`config.mk`:
```
export PLATFORM = sky130hd
export DESIGN_NAME = sprite_tint_premultiply_blend
export DESIGN_NICKNAME = d
export VERILOG_FILES = /design/src/stpb_pkg.sv /design/src/sprite_tint_premultiply_blend.sv
export SDC_FILE = /design/constraint.sdc
export NUM_CORES = 2
export LEC_CHECK = 0
export BUFFER_PORTS_ARGS = -buffer_cell sky130_fd_sc_hd__buf_2
export CELL_PAD_IN_SITES_DETAIL_PLACEMENT = 0
export CELL_PAD_IN_SITES_GLOBAL_PLACEMENT = 2
export CORE_UTILIZATION = 45
export CTS_BUF_LIST = sky130_fd_sc_hd__clkbuf_4
export CTS_CLUSTER_DIAMETER = 200
export DETAILED_ROUTE_END_ITERATION = 8
export PLACE_DENSITY = 0.93
export SETUP_SLACK_MARGIN = 0.1
export SLEW_MARGIN = 30
export SYNTH_ARGS = -nofsm -noshare
export SYNTH_HDL_FRONTEND = slang
export SYNTH_SLANG_ARGS = --single-unit
```
`constraint.sdc`:
```
create_clock -name clk -period 13.3 [get_ports clk]
set_clock_uncertainty 0.05 [all_clocks]
set_input_delay 0.665 -clock clk [delete_from_list [all_inputs] [get_ports clk]]
set_output_delay 0.665 -clock clk [all_outputs]
set_load 0.005 [all_outputs]
```
`src/stpb_pkg.sv`:
```
`timescale 1ns / 1ps
// ============================================================================
// stpb_pkg
// Shared types, register map and unorm arithmetic for the sprite tint,
// premultiply and blend unit.
// ============================================================================
package stpb_pkg;

    // Channel format: unsigned normalized, code v means v / CH_MAX.
    localparam int CH_BITS = 8;
    localparam logic [CH_BITS-1:0] CH_MAX  = '1;
    localparam logic [CH_BITS-1:0] CH_HALF = CH_MAX >> 1;

    typedef logic [CH_BITS-1:0] ch_t;

    // One input item: texel (straight alpha) and destination pixel.
    typedef struct packed {
        ch_t tex_red;
        ch_t tex_green;
        ch_t tex_blue;
        ch_t tex_alpha;
        ch_t dst_red;
        ch_t dst_green;
        ch_t dst_blue;
        ch_t dst_alpha;
    } pix_in_t;

    // One result item: blended pixel.
    typedef struct packed {
        ch_t out_red;
        ch_t out_green;
        ch_t out_blue;
        ch_t out_alpha;
    } pix_out_t;

    // Blend mode codes.
    typedef logic [1:0] mode_t;
    localparam mode_t MODE_NORMAL   = 2'd0;
    localparam mode_t MODE_ADDITIVE = 2'd1;
    localparam mode_t MODE_MULTIPLY = 2'd2;
    localparam mode_t MODE_SCREEN   = 2'd3;

    // Register map: register index = byte address / 4.
    localparam int ADDR_BITS = 5;
    typedef logic [2:0] reg_idx_t;
    localparam reg_idx_t REG_TINT_RED   = 3'd0;
    localparam reg_idx_t REG_TINT_GREEN = 3'd1;
    localparam reg_idx_t REG_TINT_BLUE  = 3'd2;
    localparam reg_idx_t REG_TINT_ALPHA = 3'd3;
    localparam reg_idx_t REG_OPACITY    = 3'd4;
    localparam reg_idx_t REG_BLEND_MODE = 3'd5;

    // Rounded unorm product (a*b + CH_HALF) / CH_MAX. The division by
    // 2^B - 1 is exact as (x + (x >> B) + 1) >> B for x below 2^(2B) - 1.
    function automatic ch_t unorm_mul(input ch_t a, input ch_t b);
        logic [2*CH_BITS-1:0] x;
        logic [2*CH_BITS:0]   q;
        x = (2*CH_BITS)'(a) * (2*CH_BITS)'(b) + (2*CH_BITS)'(CH_HALF);
        q = (2*CH_BITS+1)'(x) + (2*CH_BITS+1)'(x >> CH_BITS) + (2*CH_BITS+1)'(1);
        return q[2*CH_BITS-1:CH_BITS];
    endfunction

    // Sum that saturates at CH_MAX.
    function automatic ch_t sat_add(input ch_t a, input ch_t b);
        logic [CH_BITS:0] s;
        s = {1'b0, a} + {1'b0, b};
        return s[CH_BITS] ? CH_MAX : s[CH_BITS-1:0];
    endfunction

endpackage

```
`src/sprite_tint_premultiply_blend.sv`:
```
`timescale 1ns / 1ps
// ============================================================================
// sprite_tint_premultiply_blend
// Tints a straight-alpha texel, premultiplies it and blends it onto a
// destination pixel by the normal, additive, multiply or screen rule.
// ============================================================================
// Throughput: one item per cycle; busy is always low, the receiver cannot stall.
// The five stages follow the chain of dependent unorm products
// (tex*tint, *opacity, *alpha, blend product, saturating sum), one per stage.
// Reset clears the stage valid bits and loads the register reset values.
module sprite_tint_premultiply_blend (
    input  logic                                 clk,
    input  logic                                 rst_n,
    input  logic                                 start,
    output logic                                 busy,
    input  stpb_pkg::pix_in_t                    data,
    output logic                                 done,
    output stpb_pkg::pix_out_t                   result,
    input  logic                                 psel,
    input  logic                                 penable,
    input  logic                                 pwrite,
    input  logic [stpb_pkg::ADDR_BITS-1:0]       paddr,
    input  logic [31:0]                          pwdata,
    output logic [31:0]                          prdata,
    output logic                                 pready
);
    import stpb_pkg::*;

    localparam int STAGES = 5;

    // ------------------------------------------------------------------
    // Configuration registers
    // ------------------------------------------------------------------
    ch_t   tint_reg [3];
    ch_t   tint_alpha_reg;
    ch_t   opacity_reg;
    mode_t mode_reg;

    logic     cfg_wr;
    reg_idx_t cfg_idx;
    logic     accept;

    assign pready  = 1'b1;
    assign busy    = 1'b0;
    assign cfg_wr  = psel && penable && pwrite && pready;
    assign cfg_idx = paddr[ADDR_BITS-1:2];
    assign accept  = start && !busy;

    // Register writes take the low bits of the data word.
    always_ff @(posedge clk or negedge rst_n)
    begin
        if (!rst_n)
        begin
            tint_reg[0]    <= CH_MAX;
            tint_reg[1]    <= CH_MAX;
            tint_reg[2]    <= CH_MAX;
            tint_alpha_reg <= CH_MAX;
            opacity_reg    <= CH_MAX;
            mode_reg       <= MODE_NORMAL;
        end
        else if (cfg_wr)
        begin
            unique case (cfg_idx)
                REG_TINT_RED:   tint_reg[0]    <= pwdata[CH_BITS-1:0];
                REG_TINT_GREEN: tint_reg[1]    <= pwdata[CH_BITS-1:0];
                REG_TINT_BLUE:  tint_reg[2]    <= pwdata[CH_BITS-1:0];
                REG_TINT_ALPHA: tint_alpha_reg <= pwdata[CH_BITS-1:0];
                REG_OPACITY:    opacity_reg    <= pwdata[CH_BITS-1:0];
                REG_BLEND_MODE: mode_reg       <= pwdata[1:0];
                default:        ;
            endcase
        end
    end

    // Register read-back.
    always_comb
    begin
        prdata = '0;
        unique case (cfg_idx)
            REG_TINT_RED:   prdata = 32'(tint_reg[0]);
            REG_TINT_GREEN: prdata = 32'(tint_reg[1]);
            REG_TINT_BLUE:  prdata = 32'(tint_reg[2]);
            REG_TINT_ALPHA: prdata = 32'(tint_alpha_reg);
            REG_OPACITY:    prdata = 32'(opacity_reg);
            REG_BLEND_MODE: prdata = 32'(mode_reg);
            default:        prdata = '0;
        endcase
    end

    // ------------------------------------------------------------------
    // Valid bits travel alongside the data stages.
    // ------------------------------------------------------------------
    logic [STAGES-1:0] valid_reg;
    logic [STAGES-1:0] valid_next;

    assign valid_next = {valid_reg[STAGES-2:0], accept};

    always_ff @(posedge clk or negedge rst_n)
    begin
        if (!rst_n)
        begin
            valid_reg <= '0;
        end
        else
        begin
            valid_reg <= valid_next;
        end
    end

    // ------------------------------------------------------------------
    // Datapath stages. Colors are handled as three independent lanes.
    // ------------------------------------------------------------------
    ch_t tex [3];
    ch_t dst [3];

    assign tex[0] = data.tex_red;
    assign tex[1] = data.tex_green;
    assign tex[2] = data.tex_blue;
    assign dst[0] = data.dst_red;
    assign dst[1] = data.dst_green;
    assign dst[2] = data.dst_blue;

    // Stage 1 outputs: tinted color and tinted alpha.
    ch_t c1_reg [3];
    ch_t d1_reg [3];
    ch_t a1_reg;
    ch_t da1_reg;
    // Stage 2 outputs: effective alpha.
    ch_t c2_reg [3];
    ch_t d2_reg [3];
    ch_t ea2_reg;
    ch_t da2_reg;
    // Stage 3 outputs: premultiplied source and attenuated destination.
    ch_t s3_reg [3];
    ch_t d3_reg [3];
    ch_t dinv3_reg [3];
    ch_t ea3_reg;
    ch_t dainv3_reg;
    // Stage 4 outputs: mode product and final alpha.
    ch_t s4_reg [3];
    ch_t d4_reg [3];
    ch_t dinv4_reg [3];
    ch_t m4_reg [3];
    ch_t alpha4_reg;
    // Stage 5: result register.
    ch_t out5_reg [3];
    ch_t alpha5_reg;

    always_ff @(posedge clk)
    begin
        // Stage 1: tint the texel.
        for (int i = 0; i < 3; i++)
        begin
            c1_reg[i] <= unorm_mul(tex[i], tint_reg[i]);
            d1_reg[i] <= dst[i];
        end
        a1_reg  <= unorm_mul(data.tex_alpha, tint_alpha_reg);
        da1_reg <= data.dst_alpha;

        // Stage 2: apply opacity to get the effective alpha.
        for (int i = 0; i < 3; i++)
        begin
            c2_reg[i] <= c1_reg[i];
            d2_reg[i] <= d1_reg[i];
        end
        ea2_reg <= unorm_mul(a1_reg, opacity_reg);
        da2_reg <= da1_reg;

        // Stage 3: premultiply and attenuate the destination by 1 - alpha.
        for (int i = 0; i < 3; i++)
        begin
            s3_reg[i]    <= unorm_mul(c2_reg[i], ea2_reg);
            d3_reg[i]    <= d2_reg[i];
            dinv3_reg[i] <= unorm_mul(d2_reg[i], CH_MAX - ea2_reg);
        end
        ea3_reg    <= ea2_reg;
        dainv3_reg <= unorm_mul(da2_reg, CH_MAX - ea2_reg);

        // Stage 4: the one product that depends on the source value.
        for (int i = 0; i < 3; i++)
        begin
            s4_reg[i]    <= s3_reg[i];
            d4_reg[i]    <= d3_reg[i];
            dinv4_reg[i] <= dinv3_reg[i];
            if (mode_reg == MODE_MULTIPLY)
            begin
                m4_reg[i] <= unorm_mul(s3_reg[i], d3_reg[i]);
            end
            else
            begin
                m4_reg[i] <= unorm_mul(d3_reg[i], CH_MAX - s3_reg[i]);
            end
        end
        alpha4_reg <= sat_add(ea3_reg, dainv3_reg);

        // Stage 5: saturating combine per blend rule.
        for (int i = 0; i < 3; i++)
        begin
            case (mode_reg)
                MODE_ADDITIVE: out5_reg[i] <= sat_add(s4_reg[i], d4_reg[i]);
                MODE_MULTIPLY: out5_reg[i] <= sat_add(m4_reg[i], dinv4_reg[i]);
                MODE_SCREEN:   out5_reg[i] <= sat_add(s4_reg[i], m4_reg[i]);
                default:       out5_reg[i] <= sat_add(s4_reg[i], dinv4_reg[i]);
            endcase
        end
        alpha5_reg <= alpha4_reg;
    end

    // ------------------------------------------------------------------
    // Result ports
    // ------------------------------------------------------------------
    assign done             = valid_reg[STAGES-1];
    assign result.out_red   = out5_reg[0];
    assign result.out_green = out5_reg[1];
    assign result.out_blue  = out5_reg[2];
    assign result.out_alpha = alpha5_reg;

    // ------------------------------------------------------------------
    // Assertions
    // ------------------------------------------------------------------
    // Every result strobe comes from an accepted item that has passed all the valid stages.
    a_done_has_item: assert property (@(posedge clk) disable iff (!rst_n)
        done |-> $past(accept, STAGES))
        else $error("result strobe without a matching item");

    // Every accepted item produces a result strobe.
    a_item_gives_done: assert property (@(posedge clk) disable iff (!rst_n)
        accept |-> ##5 done)
        else $error("accepted item produced no result");

    // A write to the blend mode register lands in the mode register.
    a_mode_write: assert property (@(posedge clk) disable iff (!rst_n)
        (cfg_wr && cfg_idx == REG_BLEND_MODE) |=> mode_reg == $past(pwdata[1:0]))
        else $error("blend mode write lost");

endmodule

```
-- Yosys cells after proc, flatten, opt, wreduce, memory -nomap -nowiden
Memories as Yosys holds them, arrays and structs flattened.
Cells that the tools add are included.
- memories: 12
- bits in writable memories: 288
- bits in latches: 0
- output and inout bits: 67
- ROM bits: 0
- bits in registers: 111
- input port bits: 107
- $lt $le $gt $ge: 0
- equal/unequal tests: 8
- shifts and indexed selects: 0
- reduce and logical (&&, ||, !) cells: 10
- multiplexer cells: 33
- $mul: 18
- div/mod/pow operators: 0
- add/subtract/negate cells: 71
- bitwise logic cells: 12
- memory list (memory ; words ; width ; rd ports ; clocked after Yosys merged registers in ; write ports ; RTL line ; RTL):
    c1_reg ; 3 ; 8 ; 3 ; 0 ; 3 ; sprite_tint_premultiply_blend.sv:124 ; ch_t c1_reg [3];
    c2_reg ; 3 ; 8 ; 3 ; 0 ; 3 ; sprite_tint_premultiply_blend.sv:129 ; ch_t c2_reg [3];
    d1_reg ; 3 ; 8 ; 3 ; 0 ; 3 ; sprite_tint_premultiply_blend.sv:125 ; ch_t d1_reg [3];
    d2_reg ; 3 ; 8 ; 3 ; 0 ; 3 ; sprite_tint_premultiply_blend.sv:130 ; ch_t d2_reg [3];
    d3_reg ; 3 ; 8 ; 3 ; 0 ; 3 ; sprite_tint_premultiply_blend.sv:135 ; ch_t d3_reg [3];
    d4_reg ; 3 ; 8 ; 3 ; 0 ; 3 ; sprite_tint_premultiply_blend.sv:141 ; ch_t d4_reg [3];
    +6 memories ; -- ; -- ; -- ; -- ; -- ; -- ;
- operators with widths (kind ; number):
    16-bit by 1-bit adder with 16-bit output, second input constant ; 18
    16-bit by 7-bit adder with 16-bit output, second input constant ; 18
    16-bit by 8-bit adder with 16-bit output ; 18
    8-bit by 8-bit multiplier with 16-bit output ; 18
    8-bit two-way mux ; 24
    8-bit by 8-bit adder with 9-bit output ; 13
    8-bit one-hot mux with 6 select lines ; 1
    8-bit subtractor, first input constant ; 4
    1-bit bitwise OR ; 12
    2-bit AND reduction ; 6
    1-bit two-way mux ; 8
    3-bit by 2-bit equality test with 1-bit output, second input constant ; 2
    3-bit equality test, second input constant ; 2
    2-bit equality test, second input constant ; 2
    3-bit by 1-bit equality test with 1-bit output, second input constant ; 1
    3-bit logical NOT ; 1
    3-bit OR reduction ; 1
    2-bit by 1-bit equality test with 1-bit output, second input constant ; 1
    1-bit logical AND ; 2

-- Longest topological paths before layout
An unclocked memory read counts as a cell.
- depth after elaboration: 7
- gate-level depth with buffers: 27
- mapped depth without buffers: 26

-- Worst setup path before layout
Ideal clock, no wire load.
- kind: register to register
- start point: reg tint_reg[8] in the netlist's numbering
- end point: mem c1_reg[0][12] in the netlist's numbering
- arrival time: 6497 ps
- cell stages (with the launch flop): 27
- buffers on the path: 1
- setup slack: 6628 ps
- path through: dfstp_2 > clkbuf_1 > nand2_1 > fa_1 > inv_1 > fa_1 > fa_1 > inv_1 > fa_1 > inv_1 > ha_1 > o21a_1 > o31a_1 > o31a_1 > a2bb2oi_1 > a21o_1 > a21oi_1 > xnor2_1 > ha_1 > a2111oi_0 > nand2_1 > o21a_1 > maj3_1 > o31a_1 > and2_1 > nand3_1 > xnor2_1
- RTL lines (element ; RTL line ; RTL):
    start, declared ; sprite_tint_premultiply_blend.sv:34 ; ch_t tint_reg [3];
    end, declared ; sprite_tint_premultiply_blend.sv:124 ;

==> run summary <==
=================================================================================
Global-route wire length before repair                               229800 microns
Routed WL per cell                                                   15.43 microns
Arr. time, crit path                                                      8.33 ns
Post-DRT Antenna Nets                                                           0
# port buffers                                                                121
Delay of the slowest critical-path stage                                  0.88 ns
Maximum fanout count along the critical path                                   17
Post-synthesis sequential element count                                       399
Min-delay worst type                                                 input port to async pin
Average cell area after synthesis                                     8.962 sq um
Count of max-cap constraint violations                                          0
Clock tree from TritonCTS                                                    done
Count of endpoints failing setup in the final report                            0
CTS H-tree depth                                                                3
Dominant cell type by area after synthesis                           sky130_fd_sc_hd__fa_1
Share of synthesized area occupied by flip-flops and latches               0.1394
Cell types occupying the most area after synthesis                   sky130_fd_sc_hd__fa_1 (25%), sky130_fd_sc_hd__ha_1 (17%), sky130_fd_sc_hd__dfxtp_1 (11%), sky130_fd_sc_hd__inv_1 (7.7%), sky130_fd_sc_hd__and2_1 (4.4%)
Resized cells post-CTS                                                          0
Vertical die dimension                                               370.3 microns
GPL Wtd Cong                                                               0.8690
Number of DRC violations after detailed-routing iteration 0                  1966
Portion of synthesized cell area occupied by the leading cell type         0.2522
CP endpoint kind                                                         register
Sinks on the clock net                                                        399
Overflow after GRT                                                              0
Number of enable flip-flop cells after synthesis                               24
Setup Total Neg Slack                                                        0 ns
GR peak layer                                                                met2
Overall track demand over capacity in global routing                       0.2033
TritonCTS buffer count                                                        104
Wire length after detailed routing                                   135900 microns
Run status                                                           complete, no violations
Clock-pin slew on the worst setup and hold paths                          0.07 ns
Post-route clock period utilization                                        0.5648
Antenna violations before repair                                               13
Cell at the slowest stage of the critical path                       sky130_fd_sc_hd__a2111oi_1
Effective utilization at floorplan                                         0.4557
Fraction of met3 tracks used by global routing                            0.02406
Final nets                                                                   8669
Maximum clock frequency                                                0.1331 GHz
Number of vias in the routed layout                                         44958
Crit path kind                                                       register to register
Relative slew margins                                                      0.3772
Number of design rule violations left after detail routing                      0
CP cell instances                                                    nand2_1, fa_1, inv_1, fa_1, fa_1, inv_1, fa_1, inv_1, ha_1, o21ai_0, o21bai_1, a2111oi_1, o31ai_1, a2111oi_0, nor3_1, xnor2_1, ha_1, nand3_1, and4b_1, o21ai_0, and2_1, nor3_1, xnor2_1, mux2i_1
Synth Flop Type                                                      sky130_fd_sc_hd__dfxtp_1
Crit Reg-Reg Startpoint                                              d3_reg[0][8]
Setup repair after global routing missed its margin                         false
Ports                                                                         174
Die width                                                            370.3 microns
Worst r2r path cells                                                           24
Max-slew violation total from the final report                                  0
Gate count after technology mapping                                          6812
Fraction of final layout cells sized beyond drive strength 1              0.06129
Top cells by instance count after synthesis                          sky130_fd_sc_hd__inv_1 (1252), sky130_fd_sc_hd__ha_1 (831), sky130_fd_sc_hd__fa_1 (769), sky130_fd_sc_hd__nand2_1 (451), sky130_fd_sc_hd__and2_1 (432)
Area Growth Syn to Fin                                                     6.917%
Hold violation count in the final report                                        0
Cell type with the highest occurrence count on the critical path     sky130_fd_sc_hd__fa_1
Core Region                                                          134000 sq um
Clock Path Buffers                                                              3
Synth Warn #                                                                    0
HPWL Detailed                                                        110000 microns
Endpoint of the worst register-to-register path                      m4_reg[1][6]
Met1 capacity usage during global routing                                  0.2841
Largest net degree at the start of global routing                              58
CP Launch Type                                                           register
Worst Tran Pin Value                                                    0.9319 ns
Origin of the worst setup path                                       d3_reg[0][8]
Vias in the first global route                                              46291
Data required time of the worst path                                     14.12 ns
Most instantiated library cell after synthesis                       sky130_fd_sc_hd__inv_1
Pre-antenna DRT Iters                                                           7
Num rows                                                                      134
Reg-to-reg setup timing slack                                             5.79 ns
Clk_lat worst skew                                                        1.02 ns
Number of distinct library cells after synthesis                               99
Final period demand of the worst path                                    7.512 ns
Post-synth design cell area                                           61050 sq um
Async set-reset flop share out of synthesis                                0.1178
Capturing element of the worst setup path                            m4_reg[1][6]
Post-DR vias/cell                                                           5.105
Overall die area                                                     137100 sq um
CTS root buffer                                                      sky130_fd_sc_hd__clkbuf_4
Met2 usage                                                                 0.3340
=================================================================================
cells in the final DEF, fill, tap and decap left out, types with 32 or more instances in the layout:
cell	count
sky130_fd_sc_hd__mux2_2	44
sky130_fd_sc_hd__nor2b_1	319
sky130_fd_sc_hd__o21ai_0	196
sky130_fd_sc_hd__buf_2	120
sky130_fd_sc_hd__o21a_1	49
sky130_fd_sc_hd__inv_1	1252
sky130_fd_sc_hd__ha_1	831
sky130_fd_sc_hd__nor3_1	76
sky130_fd_sc_hd__and2_1	432
sky130_fd_sc_hd__dfstp_2	40
sky130_fd_sc_hd__nand4_1	32
sky130_fd_sc_hd__fa_1	769
sky130_fd_sc_hd__o21bai_1	40
sky130_fd_sc_hd__conb_1	50
sky130_fd_sc_hd__a21oi_1	277
sky130_fd_sc_hd__xnor2_1	299
sky130_fd_sc_hd__dlygate4sd3_1	42
sky130_fd_sc_hd__nor2_1	175
sky130_fd_sc_hd__dfxtp_1	320
sky130_fd_sc_hd__clkbuf_4	128
sky130_fd_sc_hd__nand3_1	80
sky130_fd_sc_hd__nand2b_1	213
sky130_fd_sc_hd__xor2_1	122
sky130_fd_sc_hd__a21o_1	117
sky130_fd_sc_hd__nand2_1	451
worst max-delay path, delay by kind of cell (launching register included):
kind,cells,cell delay (ns)
buffers and inverters,3,0.14
and+or+nand+nor,6,0.92
xor gates and xnor gates,2,0.61
adders and majority gates,6,2.74
AOI/OAI and AO/OA,6,1.94
DFF,1,0.84
muxes,1,0.13
how the worst min path moves through the flow:
stage                              from       endpoint  slack, ns  cells after the start
after CTS                        pwrite    mode_reg[0]       0.05                      4
after floorplan           alpha4_reg[0]  alpha5_reg[0]       0.26                      0
final                             rst_n   valid_reg[4]       0.16                      2
after global placement    c1_reg[0][19]  c2_reg[0][19]       0.26                      0
after detailed placement  c1_reg[0][14]  c2_reg[0][14]       0.26                      0
after global routing             pwrite    mode_reg[0]       0.12                      4
per-layer routing:
metal	wire length (microns)	part of all wire	vias to the layer above
met5	32	0.00024	-
met4	2372	0.017	6
met3	5255	0.039	144
met2	62040	0.46	719
met1	66190	0.49	21948
li1	-	-	22141
layout make-up:
type	count	area, sq um
tap	1768	2212
fill	12929	68690
inverter	1253	4703
clock inverter	48	449.2
clock buffer	128	960.9
timing repair buffer	184	1186
multi-input combinational	5020	47220
sequential	399	8523
antenna	7	17.52
stage by stage:
stage                     setup slack [ns]    util  hold WS, ns  cells  instance area [sq um]
after floorplan                      6.628       -       0.2596   6860                  61230
after detailed placement             5.753  0.4734       0.2621   8582                  63420
after global routing                 5.207  0.4872       0.1194   8806                  65270
after global placement               5.770  0.4734       0.2599   8582                  63410
after CTS                            5.722  0.4871      0.05362   8800                  65250
final                                5.788  0.4872       0.1603   8807                  65270
kinds of logic (layout without fill, tap and decap cells):
logic type      Yosys count  after routing  synth area share
simple gates           1897           1897            0.1669
flops                   399            399            0.1394
other cells               2             57         0.0001230
mux                      67             67           0.01312
xor+xnor                427            427           0.06263
buf+inv                1441           1613           0.09024
fa+ha+maj              1608           1608            0.4238
compound gates          971            971            0.1038
repair_timing:
action | CTS | global route
buffers inserted | 0 | 0
endpoints found under the hold margin | 82 | 0
hold buffers | 42 | 0
Power is not shown: default switching activity piles up to over one toggle a cycle in this logic, so the estimate is an artifact.
